## config.mk

```make
export PLATFORM = sky130hd
export DESIGN_NAME = i2c_register_access_master_top
export DESIGN_NICKNAME = d
export VERILOG_FILES = /design/src/i2cram_pkg.sv /design/src/i2c_register_access_master_top.sv /design/src/i2cram_front.sv /design/src/i2cram_back.sv
export SDC_FILE = /design/constraint.sdc
export NUM_CORES = 1
export LEC_CHECK = 0
export BUFFER_PORTS_ARGS = -buffer_cell sky130_fd_sc_hd__buf_2
export CAP_MARGIN = 10
export CORE_MARGIN = 8
export CORE_UTILIZATION = 51
export CTS_CLUSTER_DIAMETER = 60
export DETAILED_ROUTE_END_ITERATION = 7
export PLACE_DENSITY_LB_ADDON = 0.05
export SLEW_MARGIN = 25
export SYNTH_ARGS = -nofsm -noshare
export SYNTH_HDL_FRONTEND = slang
export SYNTH_SLANG_ARGS = --single-unit
```

## constraint.sdc

```tcl
create_clock -name clk -period 4 [get_ports clk]
set_clock_uncertainty 0.05 [all_clocks]
set_input_delay 0.8 -clock clk [delete_from_list [all_inputs] [get_ports clk]]
set_output_delay 0.8 -clock clk [all_outputs]
set_load 0.01 [all_outputs]
```

## src/i2cram_pkg.sv

```systemverilog
`default_nettype none
package i2cram_pkg;

  // bits per byte on the bus
  localparam int unsigned BYTE_BITS = 8;
  localparam int unsigned BIT_IDX_W = 4;

  // last byte position of a transaction
  localparam logic [2:0] SLOT_LAST = 3'd7;

  // configuration register indexes
  localparam logic REG_DEVICE_ADDRESS = 1'b0;
  localparam logic REG_HALF_PERIOD    = 1'b1;

  // configuration reset values
  localparam logic [6:0] DEV_ADDR_RESET = 7'd81;
  localparam logic [7:0] HALF_RESET     = 8'd2;

  // action codes
  localparam logic ACT_READ  = 1'b0;
  localparam logic ACT_WRITE = 1'b1;

  // packed widths of the stream payloads
  localparam int unsigned IN_TDATA_W  = 24;
  localparam int unsigned OUT_TDATA_W = 16;

  // waveform steps
  typedef enum logic [2:0] {
    ST_IDLE        = 3'd0,
    ST_START_SETUP = 3'd1,
    ST_START_HOLD  = 3'd2,
    ST_LO_HOLD     = 3'd3,
    ST_LO_SET      = 3'd4,
    ST_HI          = 3'd5,
    ST_STOP_HI     = 3'd6,
    ST_STOP_REL    = 3'd7
  } step_t;

  // what a byte position does on the bus
  typedef enum logic [1:0] {
    KIND_TX   = 2'd0,
    KIND_RX   = 2'd1,
    KIND_RS   = 2'd2,
    KIND_STOP = 2'd3
  } kind_t;

  // one decoded tick item
  typedef struct packed {
    logic       start_request;
    logic       action;
    logic [7:0] reg_address;
    logic [7:0] write_data;
    logic       sda_in;
  } item_t;

  // one tick result
  typedef struct packed {
    logic       scl_out;
    logic       sda_out;
    logic       busy_res;
    logic       done_res;
    logic [7:0] read_data;
  } result_t;

  // configuration seen by the bus engine
  typedef struct packed {
    logic [6:0] device_address;
    logic [7:0] half_period_ticks;
  } cfg_t;

endpackage
`default_nettype wire

```

## src/i2c_register_access_master_top.sv

```systemverilog
// channel | direction | handshake           | payload
// in_     | slave     | in_tvalid/in_tready | in_tdata: one bus tick of request and sda sample
// out_    | master    | out_tvalid/tready   | out_tdata: line drives, status, read byte
// cfg_    | apb slave | psel/penable/pready | device_address at 0, half_period_ticks at 4
//
// one result per tick item; an item is stored in the two-entry input queue, then
// the engine works it out and loads the output register, so its result is offered
// from the output register once the item has left the queue register
// the sustained rate is one item per cycle while out_ is not stalled, set by the bus step engine
// reset (rst_n low, synchronous) empties the queue and output register and parks
// the bus released; a stall on out_ holds the engine while the queue fills
`default_nettype none
module i2c_register_access_master_top (
  input  wire         clk,
  input  wire         rst_n,
  // start_request[0], action[1], reg_address[9:2], write_data[17:10], sda_in[18]
  input  wire         in_tvalid,
  output logic        in_tready,
  input  wire  [23:0] in_tdata,
  // scl_out[0], sda_out[1], busy_res[2], done_res[3], read_data[11:4]
  output logic        out_tvalid,
  input  wire         out_tready,
  output logic [15:0] out_tdata,
  input  wire         cfg_psel,
  input  wire         cfg_penable,
  input  wire         cfg_pwrite,
  input  wire  [2:0]  cfg_paddr,
  input  wire  [31:0] cfg_pwdata,
  output logic [31:0] cfg_prdata,
  output logic        cfg_pready
);

  logic [6:0] dev_addr_r;
  logic [7:0] half_r;
  logic       cfg_wr;
  logic       reg_idx;
  logic       q_valid;
  logic       q_pop;
  i2cram_pkg::item_t q_item;
  i2cram_pkg::cfg_t  cfg;

  // register port
  assign cfg_pready = 1'b1;
  assign reg_idx    = cfg_paddr[2];
  assign cfg_wr     = cfg_psel && cfg_penable && cfg_pwrite && cfg_pready;

  always_ff @(posedge clk) begin
    if (!rst_n) begin
      dev_addr_r <= i2cram_pkg::DEV_ADDR_RESET;
      half_r     <= i2cram_pkg::HALF_RESET;
    end else if (cfg_wr) begin
      if (reg_idx == i2cram_pkg::REG_DEVICE_ADDRESS) begin
        dev_addr_r <= cfg_pwdata[6:0];
      end else begin
        half_r <= cfg_pwdata[7:0];
      end
    end
  end

  always_comb begin
    case (reg_idx)
      i2cram_pkg::REG_DEVICE_ADDRESS: cfg_prdata = {25'd0, dev_addr_r};
      i2cram_pkg::REG_HALF_PERIOD:    cfg_prdata = {24'd0, half_r};
      default:                        cfg_prdata = 32'd0;
    endcase
  end

  assign cfg.device_address    = dev_addr_r;
  assign cfg.half_period_ticks = half_r;

  // input side and queue
  i2cram_front u_front (
    .clk       (clk),
    .rst_n     (rst_n),
    .in_tvalid (in_tvalid),
    .in_tready (in_tready),
    .in_tdata  (in_tdata),
    .q_valid   (q_valid),
    .q_pop     (q_pop),
    .q_item    (q_item)
  );

  // bus engine and output register
  i2cram_back u_back (
    .clk        (clk),
    .rst_n      (rst_n),
    .cfg        (cfg),
    .q_valid    (q_valid),
    .q_pop      (q_pop),
    .q_item     (q_item),
    .out_tvalid (out_tvalid),
    .out_tready (out_tready),
    .out_tdata  (out_tdata)
  );

endmodule
`default_nettype wire

```

## src/i2cram_front.sv

```systemverilog
`default_nettype none
module i2cram_front (
  input  wire                                   clk,
  input  wire                                   rst_n,
  input  wire                                   in_tvalid,
  output logic                                  in_tready,
  input  wire  [i2cram_pkg::IN_TDATA_W-1:0]     in_tdata,
  output logic                                  q_valid,
  input  wire                                   q_pop,
  output i2cram_pkg::item_t                     q_item
);

  i2cram_pkg::item_t entry_r [2];
  i2cram_pkg::item_t entry_nxt;
  logic       wr_ptr_r, wr_ptr_nxt;
  logic       rd_ptr_r, rd_ptr_nxt;
  logic [1:0] count_r, count_nxt;
  logic       push;
  logic       pop;

  // unpack the transaction into its fields
  always_comb begin
    entry_nxt.start_request = in_tdata[0];
    entry_nxt.action        = in_tdata[1];
    entry_nxt.reg_address   = in_tdata[9:2];
    entry_nxt.write_data    = in_tdata[17:10];
    entry_nxt.sda_in        = in_tdata[18];
  end

  // two-entry queue control
  assign in_tready = (count_r != 2'd2);
  assign q_valid   = (count_r != 2'd0);
  assign q_item    = entry_r[rd_ptr_r];
  assign push      = in_tvalid && in_tready;
  assign pop       = q_pop && q_valid;

  always_comb begin
    wr_ptr_nxt = push ? ~wr_ptr_r : wr_ptr_r;
    rd_ptr_nxt = pop ? ~rd_ptr_r : rd_ptr_r;
    count_nxt  = count_r;
    if (push && !pop) begin
      count_nxt = count_r + 2'd1;
    end else if (pop && !push) begin
      count_nxt = count_r - 2'd1;
    end
  end

  always_ff @(posedge clk) begin
    if (!rst_n) begin
      wr_ptr_r <= 1'b0;
      rd_ptr_r <= 1'b0;
      count_r  <= 2'd0;
    end else begin
      wr_ptr_r <= wr_ptr_nxt;
      rd_ptr_r <= rd_ptr_nxt;
      count_r  <= count_nxt;
    end
  end

  // queue storage
  always_ff @(posedge clk) begin
    if (push) begin
      entry_r[wr_ptr_r] <= entry_nxt;
    end
  end

endmodule
`default_nettype wire

```

## src/i2cram_back.sv

```systemverilog
`default_nettype none
module i2cram_back (
  input  wire                                   clk,
  input  wire                                   rst_n,
  input  wire  i2cram_pkg::cfg_t                cfg,
  input  wire                                   q_valid,
  output logic                                  q_pop,
  input  wire  i2cram_pkg::item_t               q_item,
  output logic                                  out_tvalid,
  input  wire                                   out_tready,
  output logic [i2cram_pkg::OUT_TDATA_W-1:0]    out_tdata
);

  // kind of the current byte position
  function automatic i2cram_pkg::kind_t slot_kind(input logic act, input logic [2:0] slot);
    i2cram_pkg::kind_t k;
    k = i2cram_pkg::KIND_STOP;
    if (act == i2cram_pkg::ACT_WRITE) begin
      if (slot <= 3'd2) k = i2cram_pkg::KIND_TX;
    end else begin
      case (slot) inside
        3'd0, 3'd1, 3'd3: k = i2cram_pkg::KIND_TX;
        3'd2:             k = i2cram_pkg::KIND_RS;
        3'd4:             k = i2cram_pkg::KIND_RX;
        default:          k = i2cram_pkg::KIND_STOP;
      endcase
    end
    return k;
  endfunction

  // byte loaded into the shifter for a byte position
  function automatic logic [7:0] slot_load(input logic act, input logic [2:0] slot,
                                           input logic [7:0] regb, input logic [7:0] datab,
                                           input logic [6:0] addr);
    logic [7:0] w;
    logic [7:0] b;
    w = {addr, 1'b0};
    b = 8'd0;
    if (slot == 3'd0) b = w;
    else if (slot == 3'd1) b = regb;
    else if (act == i2cram_pkg::ACT_WRITE && slot == 3'd2) b = datab;
    else if (act == i2cram_pkg::ACT_READ && slot == 3'd3) b = w | 8'h01;
    return b;
  endfunction

  i2cram_pkg::step_t step_r, step_nxt, step_e;
  logic [7:0] phase_r, phase_nxt, phase_e;
  logic [i2cram_pkg::BIT_IDX_W-1:0] bit_r, bit_nxt, bit_e;
  logic [7:0] shift_r, shift_nxt, shift_e;
  logic       act_r, act_nxt;
  logic [7:0] regb_r, regb_nxt;
  logic [7:0] datab_r, datab_nxt;
  logic [7:0] rx_r, rx_nxt;
  logic [2:0] slot_r, slot_nxt, slot_e, slot_inc;
  logic       sda_lvl_r, sda_lvl_nxt;
  logic       out_valid_r;
  i2cram_pkg::result_t res_r, res_nxt;
  i2cram_pkg::kind_t kind;
  logic       take;
  logic       slot_sda;
  logic [8:0] tick;
  logic [7:0] h;
  logic [7:0] shift_rx;

  assign q_pop = q_valid && (!out_valid_r || out_tready);

  // request acceptance and effective state for this tick
  always_comb begin
    take      = (step_r == i2cram_pkg::ST_IDLE) && q_item.start_request;
    act_nxt   = take ? q_item.action : act_r;
    regb_nxt  = take ? q_item.reg_address : regb_r;
    datab_nxt = take ? q_item.write_data : datab_r;
    slot_e    = take ? 3'd0 : slot_r;
    bit_e     = take ? '0 : bit_r;
    shift_e   = take ? {cfg.device_address, 1'b0} : shift_r;
    phase_e   = take ? 8'd0 : phase_r;
    step_e    = take ? i2cram_pkg::ST_START_SETUP : step_r;
    kind      = slot_kind(act_nxt, slot_e);
    slot_inc  = (slot_e < i2cram_pkg::SLOT_LAST) ? slot_e + 3'd1 : slot_e;
    shift_rx  = {shift_e[6:0], q_item.sda_in};
    h         = (cfg.half_period_ticks != 8'd0) ? cfg.half_period_ticks : 8'd1;
    tick      = {1'b0, phase_e} + 9'd1;
  end

  // data line level within a bit slot
  always_comb begin
    case (kind)
      i2cram_pkg::KIND_TX:
        slot_sda = (bit_e < i2cram_pkg::BIT_IDX_W'(i2cram_pkg::BYTE_BITS)) ? shift_e[7] : 1'b1;
      i2cram_pkg::KIND_STOP: slot_sda = 1'b0;
      default:               slot_sda = 1'b1;
    endcase
  end

  // line drives and status for this tick
  always_comb begin
    res_nxt = '0;
    case (step_e)
      i2cram_pkg::ST_IDLE:        begin res_nxt.scl_out = 1'b1; res_nxt.sda_out = 1'b1; end
      i2cram_pkg::ST_START_SETUP: begin res_nxt.scl_out = 1'b1; res_nxt.sda_out = 1'b1; end
      i2cram_pkg::ST_START_HOLD:  begin res_nxt.scl_out = 1'b1; res_nxt.sda_out = 1'b0; end
      i2cram_pkg::ST_LO_HOLD:     begin res_nxt.scl_out = 1'b0; res_nxt.sda_out = sda_lvl_r; end
      i2cram_pkg::ST_LO_SET:      begin res_nxt.scl_out = 1'b0; res_nxt.sda_out = slot_sda; end
      i2cram_pkg::ST_HI:          begin res_nxt.scl_out = 1'b1; res_nxt.sda_out = slot_sda; end
      i2cram_pkg::ST_STOP_HI:     begin res_nxt.scl_out = 1'b1; res_nxt.sda_out = 1'b0; end
      i2cram_pkg::ST_STOP_REL:    begin res_nxt.scl_out = 1'b1; res_nxt.sda_out = 1'b1; end
      default:                    begin res_nxt.scl_out = 1'b1; res_nxt.sda_out = 1'b1; end
    endcase
    res_nxt.busy_res = (step_e != i2cram_pkg::ST_IDLE);
    res_nxt.done_res = (step_e == i2cram_pkg::ST_STOP_REL) && (tick >= {1'b0, h});
    res_nxt.read_data = rx_nxt;
  end

  // step sequencing
  always_comb begin
    step_nxt    = step_e;
    phase_nxt   = phase_e;
    bit_nxt     = bit_e;
    shift_nxt   = shift_e;
    slot_nxt    = slot_e;
    rx_nxt      = rx_r;
    sda_lvl_nxt = res_nxt.sda_out;
    if (step_e != i2cram_pkg::ST_IDLE) begin
      if (tick >= {1'b0, h}) begin
        phase_nxt = 8'd0;
        case (step_e)
          i2cram_pkg::ST_START_SETUP: step_nxt = i2cram_pkg::ST_START_HOLD;
          i2cram_pkg::ST_START_HOLD: begin
            if (kind == i2cram_pkg::KIND_RS) begin
              slot_nxt  = slot_inc;
              bit_nxt   = '0;
              shift_nxt = slot_load(act_nxt, slot_inc, regb_nxt, datab_nxt,
                                    cfg.device_address);
            end
            step_nxt = i2cram_pkg::ST_LO_HOLD;
          end
          i2cram_pkg::ST_LO_HOLD: step_nxt = i2cram_pkg::ST_LO_SET;
          i2cram_pkg::ST_LO_SET: begin
            if (kind == i2cram_pkg::KIND_RS) step_nxt = i2cram_pkg::ST_START_SETUP;
            else if (kind == i2cram_pkg::KIND_STOP) step_nxt = i2cram_pkg::ST_STOP_HI;
            else step_nxt = i2cram_pkg::ST_HI;
          end
          i2cram_pkg::ST_HI: begin
            if (bit_e < i2cram_pkg::BIT_IDX_W'(i2cram_pkg::BYTE_BITS)) begin
              if (kind == i2cram_pkg::KIND_RX) begin
                shift_nxt = shift_rx;
                if (bit_e == i2cram_pkg::BIT_IDX_W'(i2cram_pkg::BYTE_BITS - 1)) begin
                  rx_nxt = shift_rx;
                end
              end else begin
                shift_nxt = {shift_e[6:0], 1'b0};
              end
              bit_nxt = bit_e + i2cram_pkg::BIT_IDX_W'(1);
            end else begin
              slot_nxt  = slot_inc;
              bit_nxt   = '0;
              shift_nxt = slot_load(act_nxt, slot_inc, regb_nxt, datab_nxt,
                                    cfg.device_address);
            end
            step_nxt = i2cram_pkg::ST_LO_HOLD;
          end
          i2cram_pkg::ST_STOP_HI: step_nxt = i2cram_pkg::ST_STOP_REL;
          default:                step_nxt = i2cram_pkg::ST_IDLE;
        endcase
      end else begin
        phase_nxt = tick[7:0];
      end
    end
  end

  // engine state, advanced once per item taken from the queue
  always_ff @(posedge clk) begin
    if (!rst_n) begin
      step_r    <= i2cram_pkg::ST_IDLE;
      phase_r   <= 8'd0;
      bit_r     <= '0;
      shift_r   <= 8'd0;
      act_r     <= 1'b0;
      regb_r    <= 8'd0;
      datab_r   <= 8'd0;
      rx_r      <= 8'd0;
      slot_r    <= 3'd0;
      sda_lvl_r <= 1'b1;
    end else if (q_pop) begin
      step_r    <= step_nxt;
      phase_r   <= phase_nxt;
      bit_r     <= bit_nxt;
      shift_r   <= shift_nxt;
      act_r     <= act_nxt;
      regb_r    <= regb_nxt;
      datab_r   <= datab_nxt;
      rx_r      <= rx_nxt;
      slot_r    <= slot_nxt;
      sda_lvl_r <= sda_lvl_nxt;
    end
  end

  // output register
  always_ff @(posedge clk) begin
    if (!rst_n) begin
      out_valid_r <= 1'b0;
    end else if (q_pop) begin
      out_valid_r <= 1'b1;
    end else if (out_tready) begin
      out_valid_r <= 1'b0;
    end
  end

  always_ff @(posedge clk) begin
    if (q_pop) begin
      res_r <= res_nxt;
    end
  end

  assign out_tvalid = out_valid_r;
  assign out_tdata  = {4'd0, res_r.read_data, res_r.done_res, res_r.busy_res,
                       res_r.sda_out, res_r.scl_out};

endmodule
`default_nettype wire

```

Word level (Yosys, flattened, before mapping)
Memory sizes are Yosys's and may differ from the RTL's. A register that Yosys moved wholly into a read port is not among the register bits.
Index checks and enable logic that the tools add are counted.
{"block": "classes", "addsub": 5, "order_cmp": 4, "n_eq_ne": 19, "n_mux": 60, "bitwise": 4, "n_reduce_logical": 31}
{"operator": "$mux 8", "count": 21}
{"operator": "$pmux 32 s2", "count": 1}
{"operator": "$mux 3", "count": 10}
{"operator": "$mux 4", "count": 5}
{"operator": "$eq 3x2->1 const B", "count": 6}
{"operator": "$mux 2", "count": 8}
{"operator": "$pmux 8 s2", "count": 1}
{"operator": "$eq 3x3->1 const B", "count": 5}
{"operator": "$pmux 3 s5", "count": 1}
{"operator": "$logic_not 3->1", "count": 4}
{"operator": "$logic_and 1x1->1", "count": 11}
{"operator": "$pmux 2 s5", "count": 1}
{"operator": "$add 8x1->9 const B", "count": 1}
{"operator": "$eq 3x1->1 const B", "count": 3}
{"operator": "$ge 9x8->1", "count": 1}
{"operator": "$mux 1", "count": 9}
{"operator": "$pmux 4 s2", "count": 1}
{"operator": "$reduce_bool 8->1", "count": 1}
{"operator": "$pmux 3 s2", "count": 1}
{"operator": "$reduce_bool 2->1", "count": 3}
{"operator": "$reduce_or 3->1", "count": 2}
{"operator": "$add 4x1->4 const B", "count": 1}
{"operator": "$eq 2x2->1 const B", "count": 2}
{"operator": "$eq 4x3->1 const B", "count": 1}
{"operator": "other kinds (16)", "count": 23}
{"block": "word_totals", "reg_bits": 84, "mem_bits_rw": 38, "in_bits": 66, "output_inout_bits": 51, "mem_count": 1}
{"name": "u_front.entry_r", "words": 2, "width": 19, "rd": 1, "rd_clocked_by_memory_dff": 1, "wr": 1, "line": "i2cram_front.sv:13", "text": "i2cram_pkg::item_t entry_r [2];"}

Longest topological paths before layout
{"block": "logic_depth", "depth_word": 15, "mapped_depth": 18, "ltp_nobuf": 14}

Modules after synthesis
A second synthesis with hierarchy kept.
{"block": "hier_totals", "cells_unflattened": 676, "area_unflattened_um2": 6408.6}
{"mod": "i2cram_back", "n_inst": 1, "cells_per_inst": 492, "area_each_um2": 3862.5, "seq_area_each_um2": 1421.4}
{"mod": "i2cram_front", "n_inst": 1, "cells_per_inst": 83, "area_each_um2": 1610.3, "seq_area_each_um2": 1241.2}
{"mod": "i2c_register_access_master_top", "n_inst": 1, "cells_per_inst": 101, "area_each_um2": 935.9, "seq_area_each_um2": 300.3}

Worst setup path after synthesis
OpenSTA, ideal clock, no wires.
{"block": "synth_path", "path_kind": "flip-flop to flip-flop", "from": "register (tool-made name)", "to": "register u_back.shift_r[1]", "setup_ps": 126, "arrival_ps": 3616, "setup_slack_ps": 208, "path_stages_with_launch": 19, "path_cell_list": "dfxtp_1 buf_4 mux2_2 nand2_1 buf_2 buf_2 and2_1 ha_1 nand2_1 xor2_1 nor2_1 ha_1 a211o_1 o221a_2 o31a_1 nor2_2 buf_2 o221a_2 o22ai_1"}
{"item": "end signal: assignment", "line": "i2cram_back.sv:188", "text": "shift_r <= shift_nxt;"}
{"item": "end: declaration", "line": "i2cram_back.sv:49", "text": "logic [7:0] shift_r, shift_nxt, shift_e;"}

==> results.json <==
{
  "hp-start": "half_r[7]",
  "cp_slowest_stage_delay_ps": 490,
  "cap_violations": 0,
  "cts.reportedPaths.clkPinSlew_ps": 60,
  "grt_first_pass_wirelength_um": 25100,
  "fp.dieArea_mm2": 0.0167,
  "setup_tns_ps": 0,
  "fmax_ghz": 0.271,
  "grt_max_degree": 53,
  "place_ws_ps": 281,
  "num_rows": 41,
  "yosysSeqAreaShare_pct": 45.3,
  "register_area_mm2": 0.00296,
  "critical_path_required_ps": 4250,
  "multi_input_area_mm2": 0.00319,
  "layout_setup_ws_ps": 307,
  "ys_types": 79,
  "ys_top_cells_by_count": "73 x dfxtp_1, 59 x nand2_1, 58 x nor2_1, 52 x a21oi_1, 50 x edfxtp_1",
  "cts_tree": "yes",
  "syn_area_per_cell_um2": 9.71,
  "grt_antenna_before_repair": 0,
  "first_iter_violations": 527,
  "pwr_density_cell_mw_per_mm2": 649,
  "gp_congestion": 0.854,
  "die_w_um": 129,
  "path_max_fanout": 6,
  "syn_to_final_growth_pct": 14.7,
  "grt_pass1_vias": 4913,
  "critPathKind": "flop to flop",
  "ys_ff_latch": 123,
  "cts_buffers": 17,
  "antenna_cells": 0,
  "hold_viol_final": 0,
  "grt-ovfl-total": 0,
  "cts_hold_buffers": 0,
  "portBuffers": 56,
  "r2r_setup_slack_ps": 310,
  "routedWlPerCell_um": 17.0,
  "p_leak_uw": 0.00281,
  "wirelength_um": 15500,
  "yosys_most_used_dff": "dfxtp_1",
  "synth_edf_count": 50,
  "num_io_pins": 117,
  "synth_area_mm2": 0.00653,
  "path_cells": "mux2_2, nand2_1, and2_1, ha_1, nand3_1, xor2_1, nor2_1, ha_1, nand4_1, o21bai_1, o21ba_2, a21oi_1, o221a_2, o22ai_1",
  "path_depth": 14,
  "initial_core_util_pct": 52.0,
  "cts_root_buf": "clkbuf_16",
  "async_flop_share_pct": 0,
  "ant_nets": 0,
  "clock_tree.buffer_depth": 2,
  "cp-end-kind": "flop",
  "critical_path_buf_inv_count": 0,
  "ys_warn_count": 0,
  "syn_inst": 673,
  "hpwl_um": 11000,
  "hp-class": "flop to flop",
  "firstDrtPassIters": 4,
  "route.detailed.drc": 0,
  "core_area_mm2": 0.0126,
  "status": "finished, final reports clean",
  "synth_top_cell_area_share_pct": 23.0,
  "htreeDepth": 4,
  "vias_per_cell": 5.69,
  "r2r-end": "u_back.shift_r[6]",
  "synth.most_common_cell": "dfxtp_1",
  "vias": 5177,
  "die_h_um": 129,
  "ys_top_cells_by_area": "edfxtp_1 23%, dfxtp_1 22%, buf_4 4.3%",
  "fill_cells": 1084,
  "relSlewSlack_pct": 42.3,
  "r2r_cells": 14,
  "min_delay_path_depth": 2,
  "insertion_delay_ps": 420,
  "crit_family": "compound AO/OA/AOI/OAI gates",
  "worst_pin_slew_ps": 866,
  "post-route-min-period_ps": 3690,
  "critical_path.slowest_cell": "a21oi_1",
  "nets": 806,
  "arrival_ps": 3940,
  "post-route-period-util_pct": 92.3,
  "grt_usage_pct": 19.2,
  "cpMostUsedCell": "ha_1",
  "cts_sinks": 123,
  "finalSetupViolations": 0,
  "drv_slew": 0,
  "drive_gt1_share_pct": 20.5,
  "reg2reg_from": "u_front.entry_r[1][18]",
  "synth_top_cell_by_area": "edfxtp_1",
  "rsz0062_at_grt": "false",
  "start_kind": "flop",
  "holdPathEnd": "half_r[7]",
  "ir_drop_v": 0.000461
}
-- registers in the layout (all words and copies together), names as in the netlist, 7 cells and up, named ones only --
| register | cells |
|---|---|
| dev_addr_r | 7 |
| u_back.phase_r | 8 |
| u_back.rx_r | 8 |
| u_back.datab_r | 8 |
| u_back.shift_r | 8 |
| u_back.out_tdata | 12 |
| u_front.entry_r | 38 |
| u_back.regb_r | 8 |
| half_r | 8 |
-- stage by stage --
stage          util [%]  std cells  total power [µW]  cell area (µm²)  hold slack [ps]
2_1_floorplan         -        700              2870             6640              386
3_3_place_gp       54.5        876              3250             6840              396
3_5_place_dp       54.5        876              3280             6840              402
4_1_cts            59.4        908              4880             7460              410
5_1_grt            59.6        910              5140             7500              447
6_report           59.6        910              4870             7500              406
-- worst reg2reg max path, cell delays in order (launching register included) --
cell and delay [ps]:
edfxtp_1 430, mux2_2 360, nand2_1 120, and2_1 210
ha_1 250, nand3_1 110, xor2_1 150, nor2_1 80
ha_1 330, nand4_1 100, o21bai_1 240, o21ba_2 260
a21oi_1 500, o221a_2 300, o22ai_1 80
-- layout by cell type (no fill, tap or decap), types with 3 or more instances in the layout --
| cell | count |
|---|---|
| nor3b_1 | 3 |
| nand2b_1 | 5 |
| a21o_1 | 4 |
| nand3_1 | 20 |
| nor2_1 | 58 |
| ha_1 | 15 |
| o211ai_1 | 3 |
| o311ai_0 | 3 |
| xor2_1 | 8 |
| mux2i_1 | 23 |
| edfxtp_1 | 50 |
| a31o_2 | 8 |
| mux2_2 | 9 |
| and2_1 | 6 |
| bufinv_16 | 4 |
| o221a_2 | 8 |
| clkinvlp_4 | 3 |
| o22ai_1 | 8 |
| or3_1 | 4 |
| a22oi_1 | 14 |
| nand4_1 | 7 |
| o21ai_0 | 21 |
| nor3_1 | 13 |
| buf_4 | 19 |
| clkbuf_16 | 17 |
| nor4_1 | 11 |
| a211oi_1 | 26 |
| nor2b_1 | 3 |
| a221o_1 | 8 |
| o2111ai_1 | 6 |
| conb_1 | 29 |
| dfxtp_1 | 73 |
| clkbuf_1 | 3 |
| inv_1 | 16 |
| buf_2 | 56 |
| a21oi_1 | 52 |
| nand3b_1 | 3 |
| nand2_1 | 59 |
-- metal layers --
layer  wire [µm]  track usage, %  up-vias
met2        6930            29.4      157
met1        7160            24.8     2420
met4         371            8.02        0
met5           0               0        -
li1            -               -     2576
met3         996            5.55       24
-- final cells by class --
type	instances	share of cell area, %
Inverter	18	0.901
Clock buffer	21	6.01
Clock inverter	11	2.25
Timing Repair Buffer	76	5.91
Sequential cell	123	39.5
Tap cell	172	2.87
Multi-Input combinational cell	489	42.5
-- what timing repair did --
item / CTS / global route
setup endpoints to repair: 0 / 5
buffers inserted: 0 / 2
resized for setup: 0 / 1
-- power breakdown --
part           internal, µW  total, µW  switching (µW)  leakage (µW)
clock network          1060       1600             541      0.000291
logic                   564       1540             974       0.00146
registers              1580       1730             150       0.00106
total                  3200       4870            1670       0.00281
-- cells by family (layout without fill, tap and decap cells) --
logic type	after synthesis	in the layout	synth area share, %
compound gates	192	192	21.4
xor+xnor	10	10	1.34
fa+ha+maj	15	15	2.87
buf+inv	88	126	7.49
flops	123	123	45.3
mux	34	34	5.63
other cells	2	29	0.115
simple gates	209	209	15.8
-- worst max path at each step --
| stage | start | end |
|---|---|---|
| floorplan | flop | u_back.shift_r[1] |
| global placement | u_front.entry_r[1][18] | u_back.shift_r[6] |
| detailed placement | u_front.entry_r[1][18] | u_back.shift_r[4] |
| CTS | u_front.entry_r[1][18] | u_back.shift_r[1] |
| global route | u_front.entry_r[1][18] | u_back.out_tdata[6] |
| finish | u_front.entry_r[1][18] | u_back.shift_r[6] |
Power figures use the tool's default switching activity.
